--- src/sv/nqst_pkg.sv ---
// shared types, constants and lookup tables for the note queue tone player
`default_nettype none

package nqst_pkg;

  // register and field widths
  localparam int CC_W   = 27;
  localparam int TPM_W  = 17;
  localparam int FREQ_W = 13;
  localparam int LVL_W  = 8;
  localparam int MS_W   = 12;
  localparam int FILL_W = 4;
  localparam int VOL_W  = 4;
  localparam int NOTE_W = 7;
  localparam int DUR_W  = 8;

  // parameter defaults
  localparam int QUEUE_DEPTH_DEF = 32;
  localparam int WAVE_STEPS_DEF  = 16;
  localparam int NOTE_COUNT_DEF  = 89;

  // reset values and limits
  localparam logic [CC_W-1:0]  CORE_CLOCK_RESET   = CC_W'(48000000);
  localparam logic [TPM_W-1:0] TICKS_PER_MS_RESET = TPM_W'(48000);
  localparam logic [CC_W-1:0]  TONE_PERIOD_RESET  = CC_W'(48000000 / 100000 - 1);
  localparam logic [11:0]      SILENCE_LEVEL      = 12'd2048;
  localparam logic [DUR_W-1:0] MAX_DURATION       = 8'd250;
  localparam logic [7:0]       MAX_FILL           = 8'd15;
  localparam logic [7:0]       MAX_VOLUME         = 8'd15;
  localparam logic [MS_W-1:0]  DURATION_UNIT_MS   = 12'd10;

  // register index, taken from byte address bit 2
  localparam logic REG_CORE_CLOCK   = 1'b0;
  localparam logic REG_TICKS_PER_MS = 1'b1;

  // command codes
  typedef enum logic [2:0] {
    CMD_ADD   = 3'd0,
    CMD_PLAY  = 3'd1,
    CMD_PAUSE = 3'd2,
    CMD_CLEAR = 3'd3,
    CMD_TICK  = 3'd4
  } cmd_t;

  // controller states
  typedef enum logic [1:0] {
    ST_IDLE,
    ST_FETCH,
    ST_DIVIDE
  } state_t;

  // one queue entry
  typedef struct packed {
    logic [NOTE_W-1:0] note;
    logic [DUR_W-1:0]  dur;
    logic [FILL_W-1:0] fill;
    logic [VOL_W-1:0]  vol;
  } note_entry_t;

  // tone frequency in hz per note number, past the table plays the top note
  function automatic logic [FREQ_W-1:0] note_freq(input logic [NOTE_W-1:0] idx);
    logic [FREQ_W-1:0] f;
    case (idx)
      7'd0:  f = 13'd20;   7'd1:  f = 13'd27;   7'd2:  f = 13'd29;   7'd3:  f = 13'd31;
      7'd4:  f = 13'd33;   7'd5:  f = 13'd35;   7'd6:  f = 13'd37;   7'd7:  f = 13'd39;
      7'd8:  f = 13'd41;   7'd9:  f = 13'd44;   7'd10: f = 13'd46;   7'd11: f = 13'd49;
      7'd12: f = 13'd52;   7'd13: f = 13'd55;   7'd14: f = 13'd58;   7'd15: f = 13'd62;
      7'd16: f = 13'd65;   7'd17: f = 13'd69;   7'd18: f = 13'd73;   7'd19: f = 13'd78;
      7'd20: f = 13'd82;   7'd21: f = 13'd87;   7'd22: f = 13'd93;   7'd23: f = 13'd98;
      7'd24: f = 13'd104;  7'd25: f = 13'd110;  7'd26: f = 13'd117;  7'd27: f = 13'd123;
      7'd28: f = 13'd131;  7'd29: f = 13'd139;  7'd30: f = 13'd147;  7'd31: f = 13'd156;
      7'd32: f = 13'd165;  7'd33: f = 13'd175;  7'd34: f = 13'd185;  7'd35: f = 13'd196;
      7'd36: f = 13'd208;  7'd37: f = 13'd220;  7'd38: f = 13'd233;  7'd39: f = 13'd247;
      7'd40: f = 13'd262;  7'd41: f = 13'd277;  7'd42: f = 13'd294;  7'd43: f = 13'd311;
      7'd44: f = 13'd330;  7'd45: f = 13'd349;  7'd46: f = 13'd370;  7'd47: f = 13'd392;
      7'd48: f = 13'd415;  7'd49: f = 13'd440;  7'd50: f = 13'd466;  7'd51: f = 13'd494;
      7'd52: f = 13'd523;  7'd53: f = 13'd554;  7'd54: f = 13'd587;  7'd55: f = 13'd622;
      7'd56: f = 13'd659;  7'd57: f = 13'd698;  7'd58: f = 13'd740;  7'd59: f = 13'd784;
      7'd60: f = 13'd831;  7'd61: f = 13'd880;  7'd62: f = 13'd932;  7'd63: f = 13'd988;
      7'd64: f = 13'd1047; 7'd65: f = 13'd1109; 7'd66: f = 13'd1175; 7'd67: f = 13'd1245;
      7'd68: f = 13'd1319; 7'd69: f = 13'd1397; 7'd70: f = 13'd1480; 7'd71: f = 13'd1568;
      7'd72: f = 13'd1661; 7'd73: f = 13'd1760; 7'd74: f = 13'd1865; 7'd75: f = 13'd1976;
      7'd76: f = 13'd2093; 7'd77: f = 13'd2217; 7'd78: f = 13'd2349; 7'd79: f = 13'd2489;
      7'd80: f = 13'd2637; 7'd81: f = 13'd2794; 7'd82: f = 13'd2960; 7'd83: f = 13'd3136;
      7'd84: f = 13'd3322; 7'd85: f = 13'd3520; 7'd86: f = 13'd3729; 7'd87: f = 13'd3951;
      default: f = 13'd4186;
    endcase
    return f;
  endfunction

  // swing around silence: floor(2047 * volume / 150)
  function automatic logic [LVL_W-1:0] vol_swing(input logic [VOL_W-1:0] v);
    logic [LVL_W-1:0] s;
    case (v)
      4'd0:  s = 8'd0;   4'd1:  s = 8'd13;  4'd2:  s = 8'd27;  4'd3:  s = 8'd40;
      4'd4:  s = 8'd54;  4'd5:  s = 8'd68;  4'd6:  s = 8'd81;  4'd7:  s = 8'd95;
      4'd8:  s = 8'd109; 4'd9:  s = 8'd122; 4'd10: s = 8'd136; 4'd11: s = 8'd150;
      4'd12: s = 8'd163; 4'd13: s = 8'd177; 4'd14: s = 8'd191;
      default: s = 8'd204;
    endcase
    return s;
  endfunction

endpackage

`default_nettype wire

--- src/sv/nqst_ram.sv ---
// generic single-port-write, registered-read ram
`default_nettype none

module nqst_ram #(
  parameter int WIDTH = 8,
  parameter int DEPTH = 32
) (
  input  wire logic                     clk,
  input  wire logic                     we,
  input  wire logic [$clog2(DEPTH)-1:0] waddr,
  input  wire logic [WIDTH-1:0]         wdata,
  input  wire logic [$clog2(DEPTH)-1:0] raddr,
  output logic      [WIDTH-1:0]         rdata
);

  logic [WIDTH-1:0] mem [DEPTH];

  // write port and registered read port
  always_ff @(posedge clk) begin
    if (we) begin
      mem[waddr] <= wdata;
    end
    rdata <= mem[raddr];
  end

endmodule

`default_nettype wire

--- src/sv/nqst_div.sv ---
// restoring divider, one quotient bit per cycle
`default_nettype none

module nqst_div #(
  parameter int NUM_W = 27,
  parameter int DEN_W = 18
) (
  input  wire logic             clk,
  input  wire logic             rst,
  input  wire logic             start,
  input  wire logic [NUM_W-1:0] num,
  input  wire logic [DEN_W-1:0] den,
  output logic      [NUM_W-1:0] quo,
  output logic                  valid
);

  localparam int CNT_W = $clog2(NUM_W + 1);

  logic [NUM_W-1:0] work;
  logic [DEN_W-1:0] rem;
  logic [CNT_W-1:0] cnt;
  logic             running;
  logic [DEN_W:0]   shifted;
  logic             ge;
  logic [DEN_W:0]   diff;

  // trial subtraction of the divisor from the shifted remainder
  always_comb begin
    shifted = {rem, work[NUM_W-1]};
    ge      = shifted >= {1'b0, den};
    diff    = shifted - {1'b0, den};
  end

  // control
  always_ff @(posedge clk) begin
    if (rst) begin
      running <= 1'b0;
      valid   <= 1'b0;
      cnt     <= '0;
    end else begin
      valid <= 1'b0;
      if (start) begin
        running <= 1'b1;
        cnt     <= CNT_W'(NUM_W);
      end else if (running) begin
        cnt <= cnt - 1'b1;
        if (cnt == CNT_W'(1)) begin
          running <= 1'b0;
          valid   <= 1'b1;
        end
      end
    end
  end

  // datapath: quotient bits shift in as dividend bits shift out
  always_ff @(posedge clk) begin
    if (start) begin
      work <= num;
      rem  <= '0;
    end else if (running) begin
      rem  <= ge ? diff[DEN_W-1:0] : shifted[DEN_W-1:0];
      work <= {work[NUM_W-2:0], ge};
    end
  end

  assign quo = work;

endmodule

`default_nettype wire

--- src/sv/note_queue_square_tone_player_unit.sv ---
// top level of the note queue square tone player
`default_nettype none

// Square-wave tone player with a note queue held in a small ram. Commands (add note,
// play, pause, clear, clock tick) are taken when start is high and busy is low; the
// result (dac_level, is_playing, free_slots, note_taken) shows for one cycle with done
// high, and the receiver cannot hold it off. Ticks and all other requests that load no
// note answer in the cycle after the request, back to back. Loading a note (play from
// stop, or a tick that ends a note, with a note queued) holds busy through the
// queue ram read, then the bit-serial divider that turns the core clock into the tone step
// period, then the result. Configuration goes over an apb-style port at byte addresses
// 0 (core_clock_hz) and 4 (ticks_per_ms); a new core clock is used from the next note
// load on.
module note_queue_square_tone_player_unit
  import nqst_pkg::*;
#(
  parameter int QUEUE_DEPTH = QUEUE_DEPTH_DEF,
  parameter int WAVE_STEPS  = WAVE_STEPS_DEF,
  parameter int NOTE_COUNT  = NOTE_COUNT_DEF
) (
  input  wire logic        clk,
  input  wire logic        rst,
  // command channel
  input  wire logic        start,
  output logic             busy,
  input  wire logic [2:0]  func,
  input  wire logic [6:0]  note_index,
  input  wire logic [7:0]  duration,
  input  wire logic [7:0]  duty_fill,
  input  wire logic [7:0]  loudness,
  // result channel
  output logic             done,
  output logic [11:0]      dac_level,
  output logic             is_playing,
  output logic [4:0]       free_slots,
  output logic             note_taken,
  // configuration port
  input  wire logic        psel,
  input  wire logic        penable,
  input  wire logic        pwrite,
  input  wire logic [2:0]  paddr,
  input  wire logic [31:0] pwdata,
  output logic [31:0]      prdata,
  output logic             pready
);

  localparam int PTR_W  = $clog2(QUEUE_DEPTH);
  localparam int PH_W   = $clog2(WAVE_STEPS);
  localparam int DVSR_W = FREQ_W + $clog2(WAVE_STEPS + 1);
  localparam int ENT_W  = $bits(note_entry_t);

  // configuration registers
  logic [CC_W-1:0]  core_clock_hz;
  logic [TPM_W-1:0] ticks_per_ms;

  // player state
  state_t           state, state_next;
  logic [PTR_W-1:0] rd_ptr, wr_ptr;
  logic             playing;
  logic [11:0]      wave_high, wave_low;
  logic [FILL_W-1:0] cur_fill;
  logic [PH_W-1:0]  wave_phase;
  logic [CC_W-1:0]  tone_period, tone_cnt;
  logic [TPM_W-1:0] ms_pre;
  logic [MS_W-1:0]  note_ms, note_ms_limit;
  logic [11:0]      out_sample;

  // control terms
  cmd_t             cmd;
  logic             accept;
  logic             silent, add_ok, full, q_empty;
  logic [PTR_W:0]   used;
  logic [PTR_W-1:0] rd_ptr_inc, wr_ptr_inc;
  logic [TPM_W-1:0] per_ms;
  logic             tone_hit, ms_hit, note_end;
  logic             want_load, do_clear, start_fetch;
  logic             cfg_wr;

  // queue ram and divider
  note_entry_t      wr_entry, rd_entry;
  logic [ENT_W-1:0] rd_raw;
  logic             ram_we;
  logic [DVSR_W-1:0] divisor;
  logic [CC_W-1:0]  quo;
  logic             div_valid;
  logic [LVL_W-1:0] swing;

  assign cmd    = cmd_t'(func);
  assign accept = start && !busy;
  assign cfg_wr = psel && penable && pwrite && pready;

  // queue occupancy
  always_comb begin
    if (wr_ptr >= rd_ptr) begin
      used = {1'b0, wr_ptr} - {1'b0, rd_ptr};
    end else begin
      used = {1'b0, wr_ptr} + (PTR_W+1)'(QUEUE_DEPTH) - {1'b0, rd_ptr};
    end
    full       = used >= (PTR_W+1)'(QUEUE_DEPTH - 1);
    q_empty    = rd_ptr == wr_ptr;
    rd_ptr_inc = (rd_ptr == PTR_W'(QUEUE_DEPTH - 1)) ? '0 : rd_ptr + 1'b1;
    wr_ptr_inc = (wr_ptr == PTR_W'(QUEUE_DEPTH - 1)) ? '0 : wr_ptr + 1'b1;
  end

  // add-note checks and the entry that goes into the queue
  always_comb begin
    silent = note_index == '0;
    add_ok = ({1'b0, note_index} < 8'(NOTE_COUNT))
             && (duration != '0) && (duration <= MAX_DURATION)
             && (silent || ((duty_fill != '0) && (duty_fill <= MAX_FILL)
                            && (loudness <= MAX_VOLUME)))
             && !full;
    wr_entry.note = note_index;
    wr_entry.dur  = duration;
    wr_entry.fill = silent ? FILL_W'(1) : duty_fill[FILL_W-1:0];
    wr_entry.vol  = silent ? '0 : loudness[VOL_W-1:0];
    ram_we        = accept && (cmd == CMD_ADD) && add_ok;
  end

  // tick timing: tone step and millisecond timer
  always_comb begin
    per_ms   = (ticks_per_ms == '0) ? TPM_W'(1) : ticks_per_ms;
    tone_hit = tone_cnt >= tone_period;
    ms_hit   = ({1'b0, ms_pre} + (TPM_W+1)'(1)) >= {1'b0, per_ms};
    note_end = ms_hit && (({1'b0, note_ms} + (MS_W+1)'(1)) >= {1'b0, note_ms_limit});
  end

  // note load decisions
  always_comb begin
    want_load   = accept && (((cmd == CMD_PLAY) && !playing)
                             || ((cmd == CMD_TICK) && playing && note_end));
    do_clear    = (accept && (cmd == CMD_CLEAR)) || (want_load && q_empty);
    start_fetch = want_load && !q_empty;
  end

  // state register
  always_ff @(posedge clk) begin
    if (rst) begin
      state <= ST_IDLE;
    end else begin
      state <= state_next;
    end
  end

  // next state and busy
  always_comb begin
    state_next = state;
    busy       = 1'b1;
    unique case (state)
      ST_IDLE: begin
        busy = 1'b0;
        if (start_fetch) begin
          state_next = ST_FETCH;
        end
      end
      ST_FETCH: begin
        state_next = ST_DIVIDE;
      end
      ST_DIVIDE: begin
        if (div_valid) begin
          state_next = ST_IDLE;
        end
      end
      default: begin
        state_next = ST_IDLE;
      end
    endcase
  end

  // note queue storage
  nqst_ram #(
    .WIDTH(ENT_W),
    .DEPTH(QUEUE_DEPTH)
  ) u_queue (
    .clk  (clk),
    .we   (ram_we),
    .waddr(wr_ptr),
    .wdata(wr_entry),
    .raddr(rd_ptr),
    .rdata(rd_raw)
  );

  assign rd_entry = note_entry_t'(rd_raw);
  assign swing    = vol_swing(rd_entry.vol);
  assign divisor  = DVSR_W'(note_freq(rd_entry.note)) * DVSR_W'(WAVE_STEPS);

  // tone period divider: core clock over frequency times steps
  nqst_div #(
    .NUM_W(CC_W),
    .DEN_W(DVSR_W)
  ) u_div (
    .clk  (clk),
    .rst  (rst),
    .start(state == ST_FETCH),
    .num  (core_clock_hz),
    .den  (divisor),
    .quo  (quo),
    .valid(div_valid)
  );

  // configuration registers
  always_ff @(posedge clk) begin
    if (rst) begin
      core_clock_hz <= CORE_CLOCK_RESET;
      ticks_per_ms  <= TICKS_PER_MS_RESET;
    end else if (cfg_wr) begin
      unique case (paddr[2])
        REG_CORE_CLOCK:   core_clock_hz <= pwdata[CC_W-1:0];
        REG_TICKS_PER_MS: ticks_per_ms  <= pwdata[TPM_W-1:0];
        default: ;
      endcase
    end
  end

  // register read-back
  always_comb begin
    unique case (paddr[2])
      REG_CORE_CLOCK:   prdata = 32'(core_clock_hz);
      REG_TICKS_PER_MS: prdata = 32'(ticks_per_ms);
      default:          prdata = '0;
    endcase
  end

  assign pready = 1'b1;

  // player state update
  always_ff @(posedge clk) begin
    if (rst) begin
      rd_ptr        <= '0;
      wr_ptr        <= '0;
      playing       <= 1'b0;
      wave_high     <= SILENCE_LEVEL;
      wave_low      <= SILENCE_LEVEL;
      cur_fill      <= '0;
      wave_phase    <= '0;
      tone_period   <= TONE_PERIOD_RESET;
      tone_cnt      <= '0;
      ms_pre        <= '0;
      note_ms       <= '0;
      note_ms_limit <= '0;
      out_sample    <= SILENCE_LEVEL;
      done          <= 1'b0;
      note_taken    <= 1'b0;
    end else begin
      done       <= 1'b0;
      note_taken <= 1'b0;

      // add note
      if (ram_we) begin
        wr_ptr     <= wr_ptr_inc;
        note_taken <= 1'b1;
      end

      // pause
      if (accept && (cmd == CMD_PAUSE) && playing) begin
        playing    <= 1'b0;
        out_sample <= SILENCE_LEVEL;
      end

      // tick while playing: tone step, then millisecond timer
      if (accept && (cmd == CMD_TICK) && playing) begin
        if (tone_hit) begin
          tone_cnt   <= '0;
          out_sample <= (32'(wave_phase) < 32'(cur_fill)) ? wave_high : wave_low;
          wave_phase <= (wave_phase == PH_W'(WAVE_STEPS - 1)) ? '0 : wave_phase + 1'b1;
        end else begin
          tone_cnt <= tone_cnt + 1'b1;
        end
        if (ms_hit) begin
          ms_pre <= '0;
          if (!note_end) begin
            note_ms <= note_ms + 1'b1;
          end
        end else begin
          ms_pre <= ms_pre + 1'b1;
        end
      end

      // clear, or a load with nothing queued
      if (do_clear) begin
        playing    <= 1'b0;
        rd_ptr     <= '0;
        wr_ptr     <= '0;
        out_sample <= SILENCE_LEVEL;
      end

      // every request that does not load a note answers at once
      if (accept && !start_fetch) begin
        done <= 1'b1;
      end

      // queue entry arrives: levels, fill, length, counters restart
      if (state == ST_FETCH) begin
        wave_high     <= SILENCE_LEVEL + 12'(swing);
        wave_low      <= SILENCE_LEVEL - 12'(swing);
        cur_fill      <= rd_entry.fill;
        note_ms_limit <= MS_W'(rd_entry.dur) * DURATION_UNIT_MS;
        tone_cnt      <= '0;
        wave_phase    <= '0;
        note_ms       <= '0;
        ms_pre        <= '0;
      end

      // divider finished: note is now playing
      if ((state == ST_DIVIDE) && div_valid) begin
        tone_period <= (quo == '0) ? '0 : quo - 1'b1;
        playing     <= 1'b1;
        rd_ptr      <= rd_ptr_inc;
        done        <= 1'b1;
      end
    end
  end

  // result ports
  assign dac_level  = out_sample;
  assign is_playing = playing;
  assign free_slots = 5'((PTR_W+1)'(QUEUE_DEPTH - 1) - used);

endmodule

`default_nettype wire

--- config.mk ---
export PLATFORM = sky130hd
export DESIGN_NAME = note_queue_square_tone_player_unit
export DESIGN_NICKNAME = d
export VERILOG_FILES = /design/src/sv/nqst_pkg.sv /design/src/sv/nqst_ram.sv /design/src/sv/nqst_div.sv /design/src/sv/note_queue_square_tone_player_unit.sv
export SDC_FILE = /design/constraint.sdc
export NUM_CORES = 1
export LEC_CHECK = 0
export BUFFER_PORTS_ARGS = -buffer_cell sky130_fd_sc_hd__buf_2
export CORE_MARGIN = 1.5
export CORE_UTILIZATION = 60
export DETAILED_ROUTE_END_ITERATION = 10
export MAX_ROUTING_LAYER = met4
export PLACE_DENSITY = 0.77
export SETUP_SLACK_MARGIN = 0.5
export SYNTH_ARGS = -nofsm -noshare
export SYNTH_HDL_FRONTEND = slang
export SYNTH_HIERARCHICAL = 1
export SYNTH_SLANG_ARGS = --single-unit
--- constraint.sdc ---
create_clock -name clk -period 4.3 [get_ports clk]
set_input_delay 0.215 -clock clk [delete_from_list [all_inputs] [get_ports clk]]
set_output_delay 0.215 -clock clk [all_outputs]
set_load 0.01 [all_outputs]
==> results of run 1 <==
## power by group
part / total (mW) / internal [mW] / switching, mW
Sequential: 10.5 / 10.5 / 0.0613
Combinational: 1.00 / 0.397 / 0.605
Clock: 9.02 / 5.26 / 3.76
Total: 20.5 / 16.1 / 4.43
## kinds of logic after synthesis
| group | count (synthesis) |
|---|---|
| multiplexers | 437 |
| other | 2 |
| AND/OR/NAND/NOR | 910 |
| adder cells (fa/ha/maj) | 118 |
| AO/OA/AOI/OAI | 657 |
| flip-flops | 1003 |
| buffers and inverters | 317 |
| XOR/XNOR | 107 |
## cell usage in the layout, fill, tap and decap left out, drive strengths merged, types with 49 or more instances in the layout
master | Yosys | layout
dfxtp | 240 | 240
o21ai | 107 | 107
nor3 | 58 | 58
a22oi | 99 | 99
a21oi | 230 | 230
mux2i | 384 | 384
inv | 121 | 122
a22o | 51 | 51
nor2 | 185 | 185
ha | 115 | 115
nand2 | 318 | 318
clkbuf | 91 | 124
xor2 | 56 | 56
edfxtp | 763 | 763
buf | 105 | 234
mux2 | 49 | 49
xnor2 | 51 | 51
nand3 | 113 | 113
## synthesized netlist by cell type, types with 10 or more instances
| master | number |
|---|---|
| nand3b_1 | 29 |
| a21o_1 | 18 |
| nand2b_1 | 24 |
| buf_2 | 33 |
| nor2_1 | 182 |
| edfxtp_1 | 763 |
| a31oi_1 | 30 |
| and3_1 | 15 |
| nor4_1 | 14 |
| xnor2_1 | 51 |
| nand3_1 | 106 |
| a22oi_1 | 99 |
| or2_2 | 11 |
| and2_1 | 18 |
| mux2_2 | 49 |
| ha_1 | 115 |
| nand4_1 | 42 |
| buf_1 | 14 |
| nor2b_1 | 22 |
| nor3_1 | 53 |
| a21oi_1 | 228 |
| buf_4 | 39 |
| o211ai_1 | 13 |
| mux2i_1 | 384 |
| a211oi_1 | 19 |
| inv_1 | 121 |
| dfxtp_1 | 240 |
| nand2_1 | 317 |
| buf_6 | 14 |
| xor2_1 | 56 |
| clkbuf_1 | 91 |
| a22o_1 | 51 |
| a211o_1 | 10 |
| o21ai_0 | 98 |
| or3_1 | 15 |
## sequential cells by signal (all words and copies together) (netlist names), 12 cells and up
register and flops:
ms_pre 17, core_clock_hz 27, note_ms 12, u_div/quo 27, u_queue/mem 736, ticks_per_ms 17, u_div/rem 18, u_queue/rdata 23
tone_cnt 27, dac_level 12, wave_low 12, tone_period 27
## what timing repair did
item,4_1_cts,5_1_grt
gates cloned,0,1
hold endpoints to repair,85,0
pin swaps,2,11
hold buffers,34,0
gates resized for setup,19,63
endpoints found under the setup margin,130,791
setup buffers,2,8
## through the flow
step | hold WS [ps] | util, %
CTS | 17.4 | 68.3
detailed placement | 426 | 63.0
global placement | 421 | 63.0
floorplan | 287 | -
global route | 55.9 | 68.7
finish | 40.3 | 68.7
## final timing paths
path / cells after the start / start / to
worst min-delay path: 1 / note_index[2] / u_queue/mem[7][18]$_DFFE_PP_
worst max register to register: 17 / u_queue/rdata[19]$_DFF_P_ / u_div/rem[5]$_SDFFE_PP0P_
worst max-delay path: 17 / u_queue/rdata[19]$_DFF_P_ / u_div/rem[5]$_SDFFE_PP0P_
worst min register to register: 2 / u_queue/rdata[5]$_DFF_P_ / cur_fill[1]$_SDFFE_PP0P_
## area by class of cell
cell class / count / area share, %
Sequential cell: 1003 / 54.3
Tap cell: 969 / 2.37
Clock inverter: 62 / 1.46
Inverter: 121 / 0.906
Timing Repair Buffer: 268 / 3.97
Multi-Input combinational cell: 2241 / 31.6
Antenna cell: 2 / 0.00980
Clock buffer: 124 / 5.33
## routing by layer
layer	global-route usage (%)	wire length, um	vias up
met2	47.2	53400	1078
met1	35.3	42600	14445
met3	3.45	6350	204
li1	-	-	13631
met5	-	0	-
met4	8.69	2870	0
==> flow_summary_export.csv, run 1 <==
group,metric,value,unit
worst_setup_path,worstSetupPathType,"reg -> reg",
grt,grt_pass1_wl,162000,um
synthesis,synth_top_family_by_area,"simple AND/OR/NAND/NOR gates",
worst_setup_path,crit_slowest_cell,"dfxtp_1",
sta,finalWorstSetupSlack,672,ps
grt,antenna_found_initial,2,
synthesis,muxShareOfSynthArea,9.97,%
placement,dpl_worst_slack,252,ps
floorplan,rows,100,
floorplan,fp.dieH,277,um
synthesis,synth-xor-area-share,2.08,%
sta,setup_viol,0,
grt,grt_pass1_vias,28778,
placement,gp_congestion,0.879,
power_and_ir_drop,power_density,402,nW/um^2
worst_setup_path,cp.arrival,4110,ps
detailed_routing,drtIter0Drc,2589,
synthesis,synthCells,3551,
synthesis,synth_ff_type,"edfxtp_1",
clock_tree,htreeDepth,3,
worst_setup_path,required,4780,ps
final_layout,drive_gt1_share,15.6,%
synthesis,synth_cell_type_count,106,
worst_setup_path,crit_path_end_kind,"register",
grt,grt-ovfl-total,0,
final_layout,seq_area,27700,sq um
synthesis,synth-simple-area-share,10.0,%
worst_setup_path,ff2ff_setup_slack,670,ps
placement,dp_hpwl,64500,um
floorplan,start_util,60.5,%
synthesis,avgSynthCellArea,12.7,sq um
sta,final.setup.tns,0,ps
final_layout,syn_to_final_growth,13.5,%
clock_tree,clockRootBuffer,"clkbuf_16",
final_layout,finalInstanceArea,51100,sq um
power_and_ir_drop,power.total,20.5,mW
worst_setup_path,path_cells,"buf_4 > buf_4 > nand2b_1 > a21o_1 > o2111a_1 > a211oi_1 > a21oi_1 > a31oi_1 > inv_1 > ha_4 > nand4_4 > o221a_1 > o21a_2 > o211ai_4 > buf_6 > nand2_1 > a311oi_1",
final_layout,nets,3929,
worst_setup_path,critical-path-max-stage-delay,360,ps
floorplan,io_pins,129,
detailed_routing,routed_wl,105000,um
floorplan,fp.coreArea,74300,sq um
worst_setup_path,path_max_fanout,15,
placement,place_area,46900,sq um
sta,period_minus_slack,3630,ps
synthesis,synth_fa_ha_area_share,3.33,%
sta,final.period_utilization,84.4,%
min_path,hold_path_class,"in -> reg",
grt,grt_max_degree,125,
sta,maxSlewHeadroom,16.2,%
detailed_routing,ant_nets,0,
detailed_routing,vias_per_cell,6.13,
synthesis,ys_seq_area_share,61.6,%
final_layout,fin_cells,4790,
synthesis,yosys-top-cells-area,"edfxtp_1 (51%), dfxtp_1 (11%), mux2i_1 (8.5%)",
detailed_routing,vias,29358,
synthesis,yosys.area.top_type,"edfxtp_1",
worst_setup_path,cp_num_buf_inv,4,
floorplan,die-area,76700,sq um
synthesis,yosys_warnings,6,
job,maxCapViolCount,0,
placement,portBuffers,115,
worst_setup_path,cp_common_cell,"buf_4",
clock_tree,cts_made_buffers,101,
worst_setup_path,crit_family,"compound AO/OA/AOI/OAI gates",
clock_tree,clk_pin_slew_worst_paths,60,ps
placement,dpl.cell_count,4557,
worst_setup_path,start_kind,"register",
clock_tree,clk_latency,700,ps
sta,worst_pin_slew,1260,ps
synthesis,ys_async_sr_fraction,0,%
synthesis,synth.cell_area,45000,sq um
final_layout,n_fill_cell,5077,
synthesis,netlist.area_leader.share,50.9,%
power_and_ir_drop,ir_worst_vdd,0.464,mV
clock_tree,cts_max_path_buffers,3,
clock_tree,cts_tree,"done",
synthesis,ys_ff_latch,1003,
synthesis,synth_enable_flop_cells,763,
sta,slew_viol_final,0,
synthesis,synth-compound-area-share,9.58,%
sta,clock_skew,114,ps
grt,grtUsageTotal,27.9,%
detailed_routing,drc,0,
final_layout,multiInputGateArea,16200,sq um
sta,max_freq,276,MHz
sta,hold_viol_final,0,
detailed_routing,dr.pass1.iters,8,
power_and_ir_drop,power_leakage,17.1,nW
clock_tree,clock-sinks,1003,
sta,rsz0062_at_grt,"yes",
detailed_routing,routedWlPerCell,22.0,um
floorplan,die_w,277,um
status,status,"completed",
Note: power is estimated with default switching activity, not from simulation.
==> run 2: changes to the inputs <==
--- a/config.mk
+++ b/config.mk
@@ -7,10 +7,10 @@
 export LEC_CHECK = 0
 export BUFFER_PORTS_ARGS = -buffer_cell sky130_fd_sc_hd__buf_2
 export CORE_MARGIN = 1.5
-export CORE_UTILIZATION = 60
+export CORE_UTILIZATION = 56
 export DETAILED_ROUTE_END_ITERATION = 10
 export MAX_ROUTING_LAYER = met4
-export PLACE_DENSITY = 0.77
+export PLACE_DENSITY = 0.76
 export SETUP_SLACK_MARGIN = 0.5
 export SYNTH_ARGS = -nofsm -noshare
 export SYNTH_HDL_FRONTEND = slang
==> constraint.sdc (replaced) <==
create_clock -name clk -period 3 [get_ports clk]
set_input_delay 0.15 -clock clk [delete_from_list [all_inputs] [get_ports clk]]
set_output_delay 0.15 -clock clk [all_outputs]
set_load 0.01 [all_outputs]
==> run 2 against run 1 <==
The flow now finishes with violations (setup timing). Clock power up 39%. Register-to-register slack worse by 1200 ps. Total power up 44%. Critical endpoint unchanged. Highest routed layer unchanged.
==> flow_summary_export.csv, run 2 (same netlist as run 1, synthesis figures left out) <==
group,metric,value,unit
status,violations,"setup timing",
final_layout,top_register,"u_queue/mem",
final_layout,nets,4297,
placement,gp_congestion,0.881,
floorplan,fp.dieH,286,um
sta,max_freq,286,MHz
worst_setup_path,r2r_cells,16,
floorplan,die_w,286,um
grt,grt_max_degree,138,
detailed_routing,dr.pass1.iters,5,
power_and_ir_drop,ir_worst_vdd,0.578,mV
clock_tree,htreeDepth,3,
clock_tree,clock-sinks,1003,
floorplan,start_util,56.8,%
detailed_routing,vias,31535,
sta,slew_viol_final,0,
sta,rsz0062_at_grt,"yes",
sta,clock_skew,87.4,ps
sta,setup_viol,809,
clock_tree,clk_pin_slew_worst_paths,60,ps
final_layout,largest_reg_flops,736,
min_path,hold_path_class,"in -> reg",
sta,maxSlewHeadroom,16.0,%
grt,grt_pass1_wl,177000,um
worst_setup_path,path_max_fanout,7,
placement,dp_hpwl,71200,um
sta,period_minus_slack,3490,ps
floorplan,rows,103,
sta,finalWorstSetupSlack,-495,ps
status,status,"finished, violations left",
worst_setup_path,r2r_start,"u_queue/rdata[17]$_DFF_P_",
final_layout,final_cell_mix,"edfxtp_1 (763), mux2i_1 (383), buf_4 (332)",
sta,final.period_utilization,116,%
placement,place_area,49700,sq um
final_layout,drive_gt1_share,26.0,%
detailed_routing,drtIter0Drc,2893,
min_path,min_path_cells,2,
final_layout,n_fill_cell,5092,
grt,grtUsageTotal,29.0,%
detailed_routing,ant_nets,0,
final_layout,fin_cells,5239,
worst_setup_path,worstSetupPathType,"reg -> reg",
detailed_routing,vias_per_cell,6.02,
floorplan,io_pins,129,
clock_tree,cts_made_buffers,96,
clock_tree,cts_tree,"done",
detailed_routing,drc,0,
clock_tree,clk_latency,690,ps
power_and_ir_drop,power_density,525,nW/um^2
worst_setup_path,crit_path_end_kind,"register",
floorplan,fp.coreArea,79300,sq um
min_path,min_from,"note_index[2]",
final_layout,syn_to_final_growth,25.0,%
final_layout,multiInputGateArea,17200,sq um
final_layout,final_common_cell,"edfxtp_1",
sta,final.setup.tns,-161540,ps
placement,dpl.cell_count,4887,
power_and_ir_drop,power_leakage,19.4,nW
final_layout,finalInstanceArea,56200,sq um
job,maxCapViolCount,0,
placement,dpl_worst_slack,-696,ps
grt,grt_pass1_vias,30644,
grt,antenna_found_initial,4,
grt,grt-ovfl-total,0,
worst_setup_path,required,3530,ps
worst_setup_path,cp.arrival,4020,ps
detailed_routing,routed_wl,122000,um
sta,worst_pin_slew,1260,ps
sta,hold_viol_final,0,
clock_tree,cts_max_path_buffers,3,
worst_setup_path,start_kind,"register",
worst_setup_path,ff2ff_setup_slack,-490,ps
final_layout,seq_area,27800,sq um
worst_setup_path,r2r_end,"u_div/rem[5]$_SDFFE_PP0P_",
placement,portBuffers,115,
clock_tree,clockRootBuffer,"clkbuf_16",
detailed_routing,routedWlPerCell,23.3,um
floorplan,die-area,82100,sq um
min_path,min_to,"u_queue/mem[7][18]$_DFFE_PP_",
[run 2: changes by cell type in the layout (fill, tap and decap cells not counted), sizes merged]
cell / before / now
diode: 2 / 3
buf: 234 / 589
clkbuf: 124 / 128
dlygate4sd3: 34 / 42
bufinv: 12 / 13
clkinv: 40 / 42
clkinvlp: 9 / 6
[run 2: through the flow]
step	utilization (%)	total power [mW]	hold slack, ps
6_report	70.9	29.5	52.7
5_1_grt	70.9	30.3	24.0
2_1_floorplan	-	16.2	222
3_3_place_gp	62.6	16.8	366
3_5_place_dp	62.6	16.9	371
4_1_cts	69.5	29.4	2.73
[run 2: worst max-delay path by stage]
stage | startpoint | endpoint | slack [ps] | cells past startpoint
after floorplan | u_queue/rdata[17]$_DFF_P_ | u_div/rem[12]$_SDFFE_PP0P_ | -410 | 18
after global placement | u_queue/rdata[17]$_DFF_P_ | u_div/rem[9]$_SDFFE_PP0P_ | -670 | 17
after detailed placement | u_queue/rdata[17]$_DFF_P_ | u_div/rem[5]$_SDFFE_PP0P_ | -700 | 17
after CTS | u_queue/rdata[17]$_DFF_P_ | u_div/rem[13]$_SDFFE_PP0P_ | -500 | 17
after global routing | u_queue/rdata[17]$_DFF_P_ | u_div/rem[5]$_SDFFE_PP0P_ | -670 | 16
final | u_queue/rdata[17]$_DFF_P_ | u_div/rem[5]$_SDFFE_PP0P_ | -490 | 16
[run 2: final cells by class]
type                            count  share of cell area [%]
Sequential cell                  1003                    49.3
Multi-Input combinational cell   2241                    30.5
Timing Repair Buffer              641                    11.1
Clock buffer                      118                    4.49
Tap cell                         1050                    2.34
Clock inverter                     62                    1.36
Inverter                          121                   0.825
Antenna cell                        3                  0.0134
[run 2: power breakdown]
group          leakage, nW  internal [mW]  switching (mW)
registers             8.81           15.0           0.108
logic                 8.99          0.908            1.04
clock network         1.60           7.17            5.32
total                 19.4           23.1            6.47
[run 2: routing by layer]
metal	track usage, %	vias up	routed length (um)	share of wire (%)
met5	-	-	0	0
met4	10.2	0	5450	4.5
met3	3.86	293	8430	6.9
met2	49.5	1355	61600	51
met1	35.3	15511	46500	38
li1	-	14376	-	-
[run 2: critical path, cell delays in order (launching register included)]
cell and delay (ps):
dfxtp_4 380, clkinvlp_4 130, ha_4 340, inv_2 60, mux2_2 250, mux4_2 480
o21ai_2 180, inv_2 60, ha_4 170, a21oi_4 130, o221a_1 210, o21a_1 200
buf_6 130, buf_6 80, o211a_4 230, nand2_1 80, a311oi_2 260
[run 2: timing repair]
action                     CTS  global route
hold endpoints to repair   246             0
setup endpoints to repair  863           898
hold buffers                42             0
buffers inserted            69            25
pin swaps                   62            80
gates cloned                19            14
resized for setup          159           130
